`config.mk`:
```
export PLATFORM = sky130hd
export DESIGN_NAME = interrupt_priority_select_flat
export DESIGN_NICKNAME = d
export VERILOG_FILES = /design/src/rtl/ips_pkg.sv /design/src/rtl/ips_channels.sv /design/src/rtl/ips_qualify.sv /design/src/rtl/ips_scan.sv /design/src/rtl/interrupt_priority_select.sv /design/src/flat_wrapper.sv
export SDC_FILE = /design/constraint.sdc
export NUM_CORES = 1
export LEC_CHECK = 0
export CAP_MARGIN = 20
export CORE_MARGIN = 10
export CORE_UTILIZATION = 46
export DETAILED_ROUTE_END_ITERATION = 12
export DONT_BUFFER_PORTS = 1
export PLACE_DENSITY_LB_ADDON = 0.12
export SYNTH_ARGS = -nofsm -noshare
export SYNTH_HDL_FRONTEND = slang
export SYNTH_HIERARCHICAL = 1
export SYNTH_SLANG_ARGS = --single-unit
```
`constraint.sdc`:
```
create_clock -name clk -period 2.9 [get_ports clk]
set_input_delay 0.145 -clock clk [delete_from_list [all_inputs] [get_ports clk]]
set_output_delay 0.145 -clock clk [all_outputs]
set_load 0.03 [all_outputs]
```
`src/rtl/ips_pkg.sv`:
```
`timescale 1ns / 1ps
// ----------------------------------------------------------------------------
// ips_pkg
// Shared widths, types and register codes for the interrupt priority select.
// ----------------------------------------------------------------------------
package ips_pkg;

	localparam int PRIORITY_BITS  = 8;
	localparam int SOURCE_ID_BITS = 10;
	localparam int CFG_INDEX_BITS = 2;
	localparam int CFG_DATA_BITS  = PRIORITY_BITS;

	typedef logic [PRIORITY_BITS-1:0]  prio_t;
	typedef logic [SOURCE_ID_BITS-1:0] src_id_t;

	typedef enum logic [CFG_INDEX_BITS-1:0] {
		REG_THRESHOLD = 2'd0,
		REG_DELIVERY  = 2'd1,
		REG_FORCE     = 2'd2,
		REG_DOMAIN    = 2'd3
	} cfg_reg_t;

	typedef struct packed {
		logic qualifies;
		logic better;
	} qual_t;

endpackage

```
`src/rtl/ips_channels.sv`:
```
`timescale 1ns / 1ps
// ----------------------------------------------------------------------------
// ips_channels
// Valid/ready channels: source beats in, selection results out.
// ----------------------------------------------------------------------------
interface ips_src_if;
	logic                  valid;
	logic                  ready;
	ips_pkg::src_id_t      source_id;
	ips_pkg::prio_t        source_priority;
	logic                  targets_hart;
	logic                  is_pending;
	logic                  is_enabled;
	logic                  last_source;

	modport source (
		output valid, source_id, source_priority, targets_hart, is_pending,
		       is_enabled, last_source,
		input  ready
	);
	modport sink (
		input  valid, source_id, source_priority, targets_hart, is_pending,
		       is_enabled, last_source,
		output ready
	);
endinterface

interface ips_res_if;
	logic                  valid;
	logic                  ready;
	ips_pkg::src_id_t      top_source;
	ips_pkg::prio_t        top_priority;
	logic                  interrupt_line;

	modport source (
		output valid, top_source, top_priority, interrupt_line,
		input  ready
	);
	modport sink (
		input  valid, top_source, top_priority, interrupt_line,
		output ready
	);
endinterface

```
`src/rtl/ips_qualify.sv`:
```
`timescale 1ns / 1ps
// ----------------------------------------------------------------------------
// ips_qualify
// Source qualification and compare against the running best priority.
// ----------------------------------------------------------------------------
module ips_qualify (
	input  ips_pkg::src_id_t source_id,
	input  ips_pkg::prio_t   source_priority,
	input  logic             targets_hart,
	input  logic             is_pending,
	input  logic             is_enabled,
	input  ips_pkg::prio_t   threshold,
	input  ips_pkg::prio_t   best_priority,
	output ips_pkg::prio_t   legal_priority,
	output ips_pkg::qual_t   qual
);

	logic under;

	// priority zero is not stored in direct mode: read as one
	assign legal_priority = (source_priority == '0) ? ips_pkg::prio_t'(1) : source_priority;

	assign under = (threshold == '0) || (legal_priority < threshold);

	assign qual.qualifies = (source_id != '0) && targets_hart && is_pending && is_enabled
	                        && under;
	assign qual.better    = (best_priority == '0) || (legal_priority < best_priority);

endmodule

```
`src/rtl/ips_scan.sv`:
```
`timescale 1ns / 1ps
// ----------------------------------------------------------------------------
// ips_scan
// Running best of the scan and the result register.
// ----------------------------------------------------------------------------
module ips_scan (
	input  logic             clk,
	input  logic             arst_n,
	input  logic             step,
	input  logic             last,
	input  ips_pkg::qual_t   qual,
	input  ips_pkg::src_id_t source_id,
	input  ips_pkg::prio_t   legal_priority,
	input  logic             delivery_enable,
	input  logic             force_interrupt,
	input  logic             domain_enable,
	output ips_pkg::prio_t   best_priority,
	output logic             res_free,
	output logic             res_load,
	ips_res_if.source        res
);

	ips_pkg::prio_t   best_prio_q;
	ips_pkg::src_id_t best_src_q;
	logic             any_q;
	ips_pkg::prio_t   nb_prio;
	ips_pkg::src_id_t nb_src;
	logic             nb_any;
	logic             res_valid_q;
	ips_pkg::src_id_t res_src_q;
	ips_pkg::prio_t   res_prio_q;
	logic             res_line_q;

	assign best_priority = best_prio_q;
	assign res_free      = !res_valid_q || res.ready;
	assign res_load      = step && last;

	always_comb begin
		nb_prio = best_prio_q;
		nb_src  = best_src_q;
		nb_any  = any_q;
		if (qual.qualifies) begin
			nb_any = 1'b1;
			if (qual.better) begin
				nb_prio = legal_priority;
				nb_src  = source_id;
			end
		end
	end

	always_ff @(posedge clk or negedge arst_n) begin
		if (!arst_n) begin
			best_prio_q <= '0;
			best_src_q  <= '0;
			any_q       <= 1'b0;
		end else if (step) begin
			if (last) begin
				best_prio_q <= '0;
				best_src_q  <= '0;
				any_q       <= 1'b0;
			end else begin
				best_prio_q <= nb_prio;
				best_src_q  <= nb_src;
				any_q       <= nb_any;
			end
		end
	end

	always_ff @(posedge clk or negedge arst_n) begin
		if (!arst_n) begin
			res_valid_q <= 1'b0;
		end else if (res_load) begin
			res_valid_q <= 1'b1;
		end else if (res.ready) begin
			res_valid_q <= 1'b0;
		end
	end

	always_ff @(posedge clk) begin
		if (res_load) begin
			res_src_q  <= nb_src;
			res_prio_q <= nb_prio;
			res_line_q <= domain_enable && (force_interrupt || (delivery_enable && nb_any));
		end
	end

	assign res.valid          = res_valid_q;
	assign res.top_source     = res_src_q;
	assign res.top_priority   = res_prio_q;
	assign res.interrupt_line = res_line_q;

endmodule

```
`src/rtl/interrupt_priority_select.sv`:
```
`timescale 1ns / 1ps
// ----------------------------------------------------------------------------
// interrupt_priority_select
// Top-interrupt selection for one hart in direct mode.
//
//   channel   dir  beat
//   src       in   one interrupt source; last_source closes the scan
//   res       out  top_source, top_priority, interrupt_line, one per scan
//   cfg       in   write_enable / reg_index / write_data, no read-back
//
// One source beat per cycle unless a closing beat waits. A beat is registered,
// then compared against the running best in one step; the closing beat loads
// the result register once the result slot is free. Reset clears config, scan
// state and valid flags. A stalled result holds a closing beat in stage 1, and
// the source side with it; non-closing beats in stage 1 never wait.
// ----------------------------------------------------------------------------
module interrupt_priority_select (
	input  logic                                 clk,
	input  logic                                 arst_n,
	ips_src_if.sink                              src,
	ips_res_if.source                            res,
	input  logic                                 write_enable,
	input  logic [ips_pkg::CFG_INDEX_BITS-1:0]   reg_index,
	input  logic [ips_pkg::CFG_DATA_BITS-1:0]    write_data
);

	ips_pkg::prio_t   threshold_q;
	logic             delivery_q;
	logic             force_q;
	logic             domain_q;

	logic             v_s1;
	ips_pkg::src_id_t id_s1;
	ips_pkg::prio_t   prio_s1;
	logic             targets_s1;
	logic             pending_s1;
	logic             enabled_s1;
	logic             last_s1;

	logic             s1_adv;
	logic             res_free;
	logic             res_load;
	ips_pkg::prio_t   best_priority;
	ips_pkg::prio_t   legal_priority;
	ips_pkg::qual_t   qual;

	always_ff @(posedge clk or negedge arst_n) begin
		if (!arst_n) begin
			threshold_q <= '0;
			delivery_q  <= 1'b0;
			force_q     <= 1'b0;
			domain_q    <= 1'b0;
		end else if (write_enable) begin
			case (ips_pkg::cfg_reg_t'(reg_index))
				ips_pkg::REG_THRESHOLD: threshold_q <= write_data;
				ips_pkg::REG_DELIVERY:  delivery_q  <= write_data[0];
				ips_pkg::REG_FORCE:     force_q     <= write_data[0];
				ips_pkg::REG_DOMAIN:    domain_q    <= write_data[0];
				default: ;
			endcase
		end
	end

	assign s1_adv    = v_s1 && (!last_s1 || res_free);
	assign src.ready = !v_s1 || s1_adv;

	always_ff @(posedge clk or negedge arst_n) begin
		if (!arst_n) begin
			v_s1 <= 1'b0;
		end else if (src.valid && src.ready) begin
			v_s1 <= 1'b1;
		end else if (s1_adv) begin
			v_s1 <= 1'b0;
		end
	end

	always_ff @(posedge clk) begin
		if (src.valid && src.ready) begin
			id_s1      <= src.source_id;
			prio_s1    <= src.source_priority;
			targets_s1 <= src.targets_hart;
			pending_s1 <= src.is_pending;
			enabled_s1 <= src.is_enabled;
			last_s1    <= src.last_source;
		end
	end

	ips_qualify u_qualify (
		.source_id       (id_s1),
		.source_priority (prio_s1),
		.targets_hart    (targets_s1),
		.is_pending      (pending_s1),
		.is_enabled      (enabled_s1),
		.threshold       (threshold_q),
		.best_priority   (best_priority),
		.legal_priority  (legal_priority),
		.qual            (qual)
	);

	ips_scan u_scan (
		.clk             (clk),
		.arst_n          (arst_n),
		.step            (s1_adv),
		.last            (last_s1),
		.qual            (qual),
		.source_id       (id_s1),
		.legal_priority  (legal_priority),
		.delivery_enable (delivery_q),
		.force_interrupt (force_q),
		.domain_enable   (domain_q),
		.best_priority   (best_priority),
		.res_free        (res_free),
		.res_load        (res_load),
		.res             (res)
	);

	// non-closing beats never wait on the result side
	a_open_beat_flows: assert property (@(posedge clk) disable iff (!arst_n)
		v_s1 && !last_s1 |-> s1_adv)
		else $error("open beat stalled in stage 1");

	// no source selected means no priority reported
	a_none_zero_prio: assert property (@(posedge clk) disable iff (!arst_n)
		res.valid && (res.top_source == '0) |-> (res.top_priority == '0))
		else $error("priority reported without a source");

	// a taken result with nothing behind it leaves the register empty
	a_res_drains: assert property (@(posedge clk) disable iff (!arst_n)
		res.valid && res.ready && !res_load |=> !res.valid)
		else $error("result repeated");

	// a closing beat is only stepped into a free result slot
	a_load_free: assert property (@(posedge clk) disable iff (!arst_n)
		res_load |-> res_free)
		else $error("result overwritten");

endmodule

```
`src/flat_wrapper.sv`:
```
// flat-port wrapper written by rule: the top's interface ports become plain ports
module interrupt_priority_select_flat 
  (clk, arst_n, write_enable, reg_index, write_data, src_valid, src_source_id, src_source_priority, src_targets_hart, src_is_pending, src_is_enabled, src_last_source, src_ready, res_valid, res_top_source, res_top_priority, res_interrupt_line, res_ready);
  ips_src_if src_i ();
  ips_res_if res_i ();
  input  logic clk;
  input  logic arst_n;
  input  logic write_enable;
  input  logic [ips_pkg::CFG_INDEX_BITS-1:0] reg_index;
  input  logic [ips_pkg::CFG_DATA_BITS-1:0] write_data;
  input wire logic [$bits(src_i.valid)-1:0] src_valid;
  input wire logic [$bits(src_i.source_id)-1:0] src_source_id;
  input wire logic [$bits(src_i.source_priority)-1:0] src_source_priority;
  input wire logic [$bits(src_i.targets_hart)-1:0] src_targets_hart;
  input wire logic [$bits(src_i.is_pending)-1:0] src_is_pending;
  input wire logic [$bits(src_i.is_enabled)-1:0] src_is_enabled;
  input wire logic [$bits(src_i.last_source)-1:0] src_last_source;
  output wire logic [$bits(src_i.ready)-1:0] src_ready;
  output wire logic [$bits(res_i.valid)-1:0] res_valid;
  output wire logic [$bits(res_i.top_source)-1:0] res_top_source;
  output wire logic [$bits(res_i.top_priority)-1:0] res_top_priority;
  output wire logic [$bits(res_i.interrupt_line)-1:0] res_interrupt_line;
  input wire logic [$bits(res_i.ready)-1:0] res_ready;
  assign src_i.valid = src_valid;
  assign src_i.source_id = src_source_id;
  assign src_i.source_priority = src_source_priority;
  assign src_i.targets_hart = src_targets_hart;
  assign src_i.is_pending = src_is_pending;
  assign src_i.is_enabled = src_is_enabled;
  assign src_i.last_source = src_last_source;
  assign src_ready = src_i.ready;
  assign res_valid = res_i.valid;
  assign res_top_source = res_i.top_source;
  assign res_top_priority = res_i.top_priority;
  assign res_interrupt_line = res_i.interrupt_line;
  assign res_i.ready = res_ready;
  interrupt_priority_select u_core (.clk(clk), .arst_n(arst_n), .src(src_i), .res(res_i), .write_enable(write_enable), .reg_index(reg_index), .write_data(write_data));
endmodule
```
**Word level (Yosys, flattened, before mapping)**

Index checks and enable logic that the tools add are counted.
Widths: inputs -> output; s select.

- Magnitude comparators: 2
- Multiplexer cells: 13
- Eq/ne operators: 3
- Reductions and logical operators: 29

Operators with widths:

| cell | count |
|---|---|
| $mux 8 | 4 |
| $mux 10 | 3 |
| $logic_not 8->1 | 3 |
| $lt 8x8->1 | 2 |
| $reduce_bool 10->1 | 1 |
| $logic_and 1x1->1 | 9 |
| $reduce_and 2->1 | 4 |
| $logic_or 1x1->1 | 6 |
| $mux 1 | 6 |
| $eq 2x2->1 const B | 2 |
| $reduce_bool 2->1 | 2 |
| $logic_not 1->1 | 3 |
| $eq 2x1->1 const B | 1 |
| $logic_not 2->1 | 1 |

- Output and inout port bits: 21
- Register bits: 73
- Bits of input ports: 37
- Logic and storage cells: 65

**Longest topological paths before layout**

Gate-level depths: netlist of run 1.

- Depth after elaboration: 9
- Depth in mapped cells: 11

**By module**

The synthesis of run 1 kept the hierarchy.

Modules (own cells, without submodules):

| module | cells each | times used | sequential area each (um^2) | area an instance (um^2) |
|---|---|---|---|---|
| ips_scan | 151 | 1 | 1071.0 | 1815.5 |
| interrupt_priority_select | 54 | 1 | 960.9 | 1154.9 |
| ips_qualify | 70 | 1 | 0.0 | 490.5 |

**Worst setup path before layout of run 1**

OpenSTA, ideal clock, no wires.

- Path kind: reg-to-reg
- Start point: register u_core.prio_s1[6]
- End point: register u_core.u_scan.res_prio_q[0], in the netlist u_core/u_scan/res.top_priority[0] (data pin)
- Buffers on the path: 2
- Arrival time: 1988 ps
- Period minus slack after synthesis: 2249 ps
- Data required time: 2640 ps
- Slack: 651 ps
- Stages on the path, launching flop included: 10
- Path through: edfxtp_1 ha_1 a21o_1 a21oi_2 o2111ai_1 a21oi_1 and2_1 buf_6 clkbuf_2 o21ai_0

RTL lines:

| item | RTL line | source |
|---|---|---|
| start, declared | interrupt_priority_select.sv:34 | `ips_pkg::prio_t prio_s1;` |
| start signal, assigned | interrupt_priority_select.sv:80 | `prio_s1 <= src.source_priority;` |
| end signal, assigned | ips_scan.sv:82 | `res_prio_q <= nb_prio;` |
| end, declared | ips_scan.sv:31 | `ips_pkg::prio_t res_prio_q;` |

==> results.cfg, run 1 <==
[floorplanning]
die-area_mm2 = 0.0114
die_y_um = 107
die_w_um = 107
pin_count = 58
rows = 31
initial_core_util_pct = 47.5
core_mm2 = 0.00729

[global_route]
antenna_found_initial = 0
grt_usage_pct = 12.8
grt_max_degree = 38
grt_pass1_vias = 2205
grt_pass1_wl_um = 11500
use_met3_pct = 5.51
met2_usage_pct = 20.3
use_met1_pct = 15.4
grt-ovfl-total = 0
grt-busiest-layer = met2

[cells_and_area]
drive_gt1_share_pct = 17.9
final_common_cell = edfxtp_1
final_cell_mix = edfxtp_1 (41), inv_1 (35), dfrtp_1 (32), dlygate4sd3_1 (32), nand2_1 (21)
diodes = 0
area_growth_pct = 16.4
final_nets = 358
final_cells = 411

[power]
p_per_area_mw_per_mm2 = 744
peakVddDrop_v = 0.000329
power_leakage_nw = 1.53
intPower_mw = 2.06
p_total_mw = 3.00
pwr-share-seq_pct = 52.5
switching_share_pct = 31.4
power.switching_uw = 943
clkPwrFrac_pct = 22.9
p_comb_share_pct = 24.6

[clock_tree]
cts_tree = yes
cts_buffers = 9
clock_path_buffers = 2
htreeDepth = 3
clk_pin_slew_ps = 70
postCtsSetupBuffers = 0
cts_sinks = 73
clk_latency_ps = 340
clockRootBuffer = clkbuf_8

[worst_setup_path]
cp.required_ps = 3110
crit_path_top_delay_cell = edfxtp_1
crit_buf_inv = 0
critPathTopFamily = compound AO/OA/AOI/OAI gates
cp_cell_sequence = ha_1 -> a21o_1 -> a21oi_2 -> o2111ai_1 -> a21oi_1 -> nand2_2 -> a22oi_1 -> o22ai_1
arrival_ps = 2850
crit_path_max_fanout = 18
worstSetupPathType = register to register
worst_setup_path_end_kind = register
start_kind = register
critPathMaxStageDelay_ps = 520

[hold_path]
hold_class = input pin to register

[placed_design]
io_buffers = 0
dp_cells = 362
pre_cts_ws_ps = 281
hpwlAfterDp_um = 4800
globalplace.congestion = 0.761

[sta]
period_minus_slack_ps = 2630
hold_viol_final = 0
max_freq_ghz = 0.380
tightest_slew_ps = 492
finalMaxSlewViolations = 0
setup_violations = 0
min_period_over_period_pct = 90.8
max-slew-margin-rel_pct = 67.1
tns_ps = 0
worst_hold_slack_ps = 35.2
setup_slack_ps = 266
skew_ps = 6.05
rsz0062_at_grt = no

[synthesis]
syn-num-nets = 326
ys_seq_elements = 73
synth_area_mm2 = 0.00346
ys_warn_count = 6
postSynthAreaPerCell_um2 = 12.6
yosys.cell_types.count = 45
syn_inst = 275
ys_seq_area_share_pct = 58.7

[route]
drtAntennaViolNets = 0
drt_iter0_drc = 105
routed_wl_um = 7020
drtPass1Iterations = 5
wire_per_inst_um = 17.1
vias_per_cell = 5.32
vias = 2188
drc_errors = 0

[job]
cap_viol_max_count = 0

[status]
run_status = finished clean
==> sequential cells by signal, indices dropped and copies added (netlist names), 8 cells and up <==
signal / flops
u_core/u_scan/res.top_source: 10
u_core/prio_s1: 8
u_core/u_scan/res.top_priority: 8
u_core/u_scan/best_src_q: 10
u_core/id_s1: 10
u_core/u_scan/best_priority: 8
u_core/threshold_q: 8
==> cells by family after synthesis <==
group / share of synthesized area (%)
multiplexers: 3.58
flip-flops: 58.7
AND/OR/NAND/NOR: 7.74
AO/OA/AOI/OAI: 17.5
adder cells (fa/ha/maj): 5.06
buffers and inverters: 7.38
==> per-stage QoR <==
step           area (um2)  util, %
5_1_grt              4030     55.3
2_1_floorplan        3460        -
6_report             4030     55.3
4_1_cts              4030     55.3
3_5_place_dp         3520     48.3
3_3_place_gp         3520     48.3
==> cell usage after synthesis, drive strengths merged <==
library cell	count	area, um2
o21ai	20	100
o2111ai	2	17.5
inv	35	131
dlygate4sd1	1	8.76
nand4	3	18.8
nand2b	3	18.8
a21oi	5	28.8
mux2	11	124
a21o	4	31.3
nor2b	1	6.26
nand3	2	10.0
a211oi	1	7.51
a22o	1	8.76
nor4	7	50.1
a21boi	1	7.51
dfrtp	32	801
buf	10	77.6
and2	3	18.8
nand2	22	85.1
and3	1	6.26
nand3b	3	22.5
a32o	1	10.0
a221oi	1	8.76
a22oi	18	185
edfxtp	41	1230
nor3	1	5.00
ha	14	175
o22ai	17	169
a2111oi	1	10.0
nor3b	1	18.8
nor2	2	7.51
o21a	2	15.0
clkbuf	7	37.5
o211ai	1	7.51
==> worst reg2reg max path, delay by kind of cell (launching register included) <==
kind | cells | cell delay (ps)
DFF | 1 | 520
adders and majority gates | 1 | 380
AOI/OAI and AO/OA | 6 | 1220
and+or+nand+nor | 1 | 380
==> per-layer routing <==
layer	share of wire, %	routed length, um
met5	0	0
met4	0.71	50
met3	6.9	481
met2	49	3460
met1	43	3030
==> final timing paths <==
path                                        startpoint                                         end  slack (ps)  cells after the start
max reg2reg                u_core/prio_s1[6]$_DFFE_PP_     u_core/u_scan/best_src_q[6]$_DFFE_PN0P_         270                      8
min in group asynchronous                       arst_n                     u_core/v_s1$_DFFE_PN0P_         260                      2
min                                       reg_index[1]                 u_core/domain_q$_DFFE_PN0P_          40                      2
max in group asynchronous                       arst_n  u_core/u_scan/best_priority[2]$_DFFE_PN0P_        2450                      2
max                        u_core/prio_s1[6]$_DFFE_PP_     u_core/u_scan/best_src_q[6]$_DFFE_PN0P_         270                      8
min reg2reg                 u_core/force_q$_DFFE_PN0P_                  u_core/force_q$_DFFE_PN0P_         510                      1
==> power by group through the flow <==
stage | logic (mW) | registers (mW) | clock network (mW)
2_1_floorplan | 0.599 | 1.55 | 0
3_3_place_gp | 0.683 | 1.60 | 0
3_5_place_dp | 0.692 | 1.60 | 0
4_1_cts | 0.742 | 1.58 | 0.716
5_1_grt | 0.829 | 1.61 | 0.756
6_report | 0.737 | 1.58 | 0.686
==> what timing repair did <==
| action | CTS | global route |
|---|---|---|
| gates resized for setup | 0 | 0 |
| hold endpoints to repair | 66 | 0 |
| hold buffers | 33 | 0 |
==> layout make-up <==
class | instances | area, um2
Timing Repair Buffer | 39 | 398
Multi-Input combinational cell | 149 | 1180
Inverter | 35 | 131
Fill cell | 646 | 3260
Clock buffer | 14 | 153
Sequential cell | 73 | 2030
Tap cell | 99 | 124
Clock inverter | 2 | 15.0
No activity file was read; power rests on OpenSTA's default activity.
==> inputs of run 2 (changes only) <==
--- a/config.mk
+++ b/config.mk
@@ -8,6 +8,7 @@
 export CAP_MARGIN = 20
 export CORE_MARGIN = 10
 export CORE_UTILIZATION = 46
+export CTS_BUF_LIST = sky130_fd_sc_hd__clkbuf_4 sky130_fd_sc_hd__clkbuf_8
 export DETAILED_ROUTE_END_ITERATION = 12
 export DONT_BUFFER_PORTS = 1
 export PLACE_DENSITY_LB_ADDON = 0.12
==> run 2 against run 1 <==
Register-to-register slack is essentially flat; total power grew 1.3%; utilization grew 0.21 points; final area grew 0.37%; clock skew grew 0.86 ps; global-route usage is the same; setup slack gained 2.4 ps; clock power grew 5.8%; sequential cell count is the same; critical path type unchanged; largest power group unchanged.
==> results.cfg, run 2 (synthesized netlist as in run 1, its figures left out) <==
[status]
run_status = finished clean

[clock_tree]
clk_latency_ps = 340
cts-resized-gates = 0
clock_path_buffers = 2
cts_buffers = 9
clk_pin_slew_ps = 70
clockRootBuffer = clkbuf_8
cts_tree = yes
cts_sinks = 73
htreeDepth = 3

[worst_setup_path]
worst_setup_path_end_kind = register
critPathMaxStageDelay_ps = 520
crit_path_top_delay_cell = edfxtp_1
start_kind = register
cp_cell_sequence = ha_1 -> a21o_1 -> a21oi_2 -> o2111ai_1 -> a21oi_1 -> nand2_2 -> a22oi_1 -> o22ai_1
rrSetupSlack_ps = 270
crit_path_max_fanout = 18
arrival_ps = 2850
cp.required_ps = 3120
worstSetupPathType = register to register

[floorplanning]
core_mm2 = 0.00729
die-area_mm2 = 0.0114
rows = 31
die_y_um = 107
die_w_um = 107
pin_count = 58
initial_core_util_pct = 47.5

[sta]
max_freq_ghz = 0.380
tightest_slew_ps = 493
finalMaxSlewViolations = 0
period_minus_slack_ps = 2630
skew_ps = 6.91
tns_ps = 0
setup_slack_ps = 268
setup_violations = 0
hold_viol_final = 0
max-slew-margin-rel_pct = 67.0
rsz0062_at_grt = no
min_period_over_period_pct = 90.8

[power]
peakVddDrop_v = 0.000329
p_per_area_mw_per_mm2 = 751
switching_share_pct = 31.1
clkPwrFrac_pct = 23.9
power.switching_uw = 944
power_leakage_nw = 1.55
pwr-share-seq_pct = 51.9
p_comb_share_pct = 24.3
intPower_mw = 2.09

[cells_and_area]
regArea_mm2 = 0.00203
final_cells = 411
final_cell_mix = edfxtp_1 (41), inv_1 (35), dfrtp_1 (32), dlygate4sd3_1 (32), nand2_1 (21)
diodes = 0
fillers = 643
area_growth_pct = 16.9
final_nets = 358
final_common_cell = edfxtp_1
postLayoutCoreUtil_pct = 55.5
drive_gt1_share_pct = 19.2
multi_input_area_mm2 = 0.00118

[global_route]
grt-ovfl-total = 0
antenna_found_initial = 0
grt_pass1_vias = 2205
grt_pass1_wl_um = 11500
grt_usage_pct = 12.8
grt_max_degree = 38

[placed_design]
globalplace.congestion = 0.761
pre_cts_ws_ps = 281
io_buffers = 0
dp_cells = 362
hpwlAfterDp_um = 4800

[route]
drc_errors = 0
routed_wl_um = 7060
drtPass1Iterations = 4
drt_iter0_drc = 103
vias = 2191
vias_per_cell = 5.33
wire_per_inst_um = 17.2
drtAntennaViolNets = 0

[hold_path]
hold_class = input pin to register

[job]
cap_viol_max_count = 0
## run 2: changes by cell type in the layout (fill, tap and decap cells not counted)
cell      previous run  this run
clkbuf_4             0         4
clkbuf_1             4         0
## run 2: power groups by stage
stage	Sequential (mW)	Clock [mW]	Combinational, mW
2_1_floorplan	1.55	0	0.599
3_3_place_gp	1.60	0	0.683
3_5_place_dp	1.60	0	0.692
4_1_cts	1.58	0.754	0.742
5_1_grt	1.61	0.793	0.828
6_report	1.58	0.726	0.737
## run 2: cell type report
class	instances	share of cell area, %
sequential	73	50.2
timing repair buffer	39	9.84
multi-input combinational	149	29.1
tap	99	3.06
clock inverter	2	0.371
inverter	35	3.25
clock buffer	14	4.14
## run 2: final timing paths
kind / startpoint / end / cells past startpoint
min: reg_index[1] / u_core/domain_q$_DFFE_PN0P_ / 2
max: u_core/prio_s1[6]$_DFFE_PP_ / u_core/u_scan/best_src_q[6]$_DFFE_PN0P_ / 8
min reg2reg: u_core/force_q$_DFFE_PN0P_ / u_core/force_q$_DFFE_PN0P_ / 1
max reg2reg: u_core/prio_s1[6]$_DFFE_PP_ / u_core/u_scan/best_src_q[6]$_DFFE_PN0P_ / 8
min in group asynchronous: arst_n / u_core/v_s1$_DFFE_PN0P_ / 2
max in group asynchronous: arst_n / u_core/u_scan/best_priority[2]$_DFFE_PN0P_ / 2
## run 2: worst max-delay path, delay by kind of cell (launching register included)
kind,cells,cell delay [ps]
compound gates,6,1210
flops,1,520
simple gates,1,380
fa+ha+maj,1,380
## run 2: what timing repair did
action                    4_1_cts  5_1_grt
setup buffers                   0        0
hold buffers                   33        0
hold endpoints to repair       66        0
## run 2: metrics by stage
stage	hold WS, ps	total power [mW]	instance area (um2)
floorplan	-151	2.15	3460
global placement	-149	2.28	3520
detailed placement	-149	2.30	3520
CTS	14.6	3.08	4050
global route	32.9	3.23	4050
finish	36.2	3.04	4050
## run 2: routing by layer
layer | up-vias | track usage, % | part of all wire [%]
met5 | - | 0 | 0
met4 | 0 | 4.06 | 0.71
met3 | 4 | 5.39 | 6.6
met2 | 75 | 20.4 | 49
met1 | 1049 | 15.5 | 43
li1 | 1063 | - | -
==> inputs of run 3 (changes only) <==
--- a/config.mk
+++ b/config.mk
@@ -7,11 +7,11 @@
 export LEC_CHECK = 0
 export CAP_MARGIN = 20
 export CORE_MARGIN = 10
-export CORE_UTILIZATION = 46
+export CORE_UTILIZATION = 58
 export CTS_BUF_LIST = sky130_fd_sc_hd__clkbuf_4 sky130_fd_sc_hd__clkbuf_8
 export DETAILED_ROUTE_END_ITERATION = 12
 export DONT_BUFFER_PORTS = 1
-export PLACE_DENSITY_LB_ADDON = 0.12
+export PLACE_DENSITY_LB_ADDON = 0.3
 export SYNTH_ARGS = -nofsm -noshare
 export SYNTH_HDL_FRONTEND = slang
 export SYNTH_HIERARCHICAL = 1
==> run 3 against run 2 <==
Die area fell by 17%; setup slack got worse by 14 ps; non-clock buffer count did not move; utilization rose by 13 points; combinational power rose by 3%; clock skew rose by 4.5 ps; register-to-register slack barely moved; first-iteration DRC count rose by 32%; maximum frequency fell by 0.54%; critical path type unchanged.
==> results.cfg, run 3 (synthesized netlist as in run 1, its figures left out) <==
[cells_and_area]
final_common_cell = edfxtp_1
regArea_mm2 = 0.00203
final_nets = 358
final_cell_mix = edfxtp_1 (41), inv_1 (35), dfrtp_1 (32), dlygate4sd3_1 (32), nand2_1 (21)
multi_input_area_mm2 = 0.00118
drive_gt1_share_pct = 18.6
fillers = 404
diodes = 0
area_growth_pct = 16.2

[clock_tree]
cts_hold_buffers = 33
clockRootBuffer = clkbuf_8
htreeDepth = 3
postCtsSetupBuffers = 0
clk_latency_ps = 350
cts_buffers = 9
cts_sinks = 73
cts_tree = yes
clock_path_buffers = 2
cts-resized-gates = 0
clk_pin_slew_ps = 80

[floorplanning]
rows = 28
die_y_um = 97.2
die-area_mm2 = 0.00946
pin_count = 58
initial_core_util_pct = 59.2
die_w_um = 97.2
core_mm2 = 0.00585

[power]
p_total_mw = 3.11
power_leakage_nw = 1.55
power.switching_uw = 986
pwr-share-seq_pct = 50.8
switching_share_pct = 31.7
p_per_area_mw_per_mm2 = 773
peakVddDrop_v = 0.000371
intPower_mw = 2.12
p_comb_share_pct = 24.3
clkPwrFrac_pct = 24.9

[sta]
tightest_slew_ps = 488
max-slew-margin-rel_pct = 67.3
min_period_over_period_pct = 91.2
period_minus_slack_ps = 2650
rsz0062_at_grt = no
finalMaxSlewViolations = 0
hold_viol_final = 0
worst_hold_slack_ps = 22.4
setup_violations = 0
max_freq_ghz = 0.378
skew_ps = 11.4
tns_ps = 0

[hold_path]
hold_class = input pin to register

[global_route]
grt_pass1_wl_um = 11800
antenna_found_initial = 0
grt_max_degree = 38
grt_usage_pct = 15.2
grt_pass1_vias = 2365
grt-ovfl-total = 0

[worst_setup_path]
arrival_ps = 2860
crit_path_top_delay_cell = edfxtp_1
critPathMaxStageDelay_ps = 470
crit_path_max_fanout = 18
cp_cell_sequence = ha_1 -> a21o_1 -> a21oi_2 -> o2111ai_1 -> a21oi_1 -> nand2_2 -> a22oi_2 -> o22ai_2
worst_setup_path_end_kind = register
cp.required_ps = 3110
rrSetupSlack_ps = 250
worstSetupPathType = register to register
start_kind = register

[route]
drtPass1Iterations = 5
vias = 2263
drtAntennaViolNets = 0
routed_wl_um = 7160
drt_iter0_drc = 136
wire_per_inst_um = 18.5
drc_errors = 0
vias_per_cell = 5.85

[placed_design]
globalplace.congestion = 0.860
hpwlAfterDp_um = 4700
io_buffers = 0

[job]
cap_viol_max_count = 0

[status]
run_status = finished clean
-- run 3: changes by cell type in the layout (fill, tap and decap cells not counted), sizes merged --
cell / delta
clkbuf: -4
bufinv: +1
clkinvlp: -1
clkinv: +4
-- run 3: path summary, 6_finish.rpt --
check	start	endpoint	depth (start not counted)
max reg2reg	u_core/prio_s1[6]$_DFFE_PP_	u_core/u_scan/best_src_q[0]$_DFFE_PN0P_	8
min reg2reg	u_core/domain_q$_DFFE_PN0P_	u_core/domain_q$_DFFE_PN0P_	1
min in group asynchronous	arst_n	u_core/v_s1$_DFFE_PN0P_	2
min	res_ready	u_core/u_scan/res.valid$_DFFE_PN0P_	2
max in group asynchronous	arst_n	u_core/u_scan/best_src_q[6]$_DFFE_PN0P_	2
max	u_core/prio_s1[6]$_DFFE_PP_	u_core/u_scan/best_src_q[0]$_DFFE_PN0P_	8
-- run 3: layout make-up --
class	instances	area share, %
tap	75	2.33
clock buffer	10	3.27
clock inverter	6	1.46
sequential	73	50.5
inverter	35	3.27
timing repair buffer	39	9.89
multi-input combinational	149	29.3
-- run 3: layer usage --
metal  GRT usage [%]  part of all wire (%)  vias up
li1                -                     -     1064
met1            18.0                    43     1118
met2            24.0                    50       74
met3            5.12                   6.3        7
met4            7.83                   1.4        0
met5               0                     0        -
-- run 3: per-stage QoR --
step                cells  setup slack (ps)  utilization, %  area [um2]
finish                387               254            68.8        4020
global route          387              69.2            68.8        4020
CTS                   387               314            68.8        4020
detailed placement    338               338            59.7        3490
global placement      338               447            59.7        3490
floorplan             275               651               -        3460
-- run 3: worst max-delay path, delay by kind of cell (launching register included) --
kind / cells / cell delay (ps)
adder cells (fa/ha/maj): 1 / 370
AO/OA/AOI/OAI: 6 / 1280
AND/OR/NAND/NOR: 1 / 380
flip-flops: 1 / 470
-- run 3: power groups by stage --
stage	sequential, mW	combinational (mW)	clock (mW)
after floorplan	1.55	0.599	0
after global placement	1.59	0.666	0
after detailed placement	1.60	0.700	0
after CTS	1.58	0.750	0.791
after global routing	1.61	0.847	0.835
final	1.58	0.757	0.773
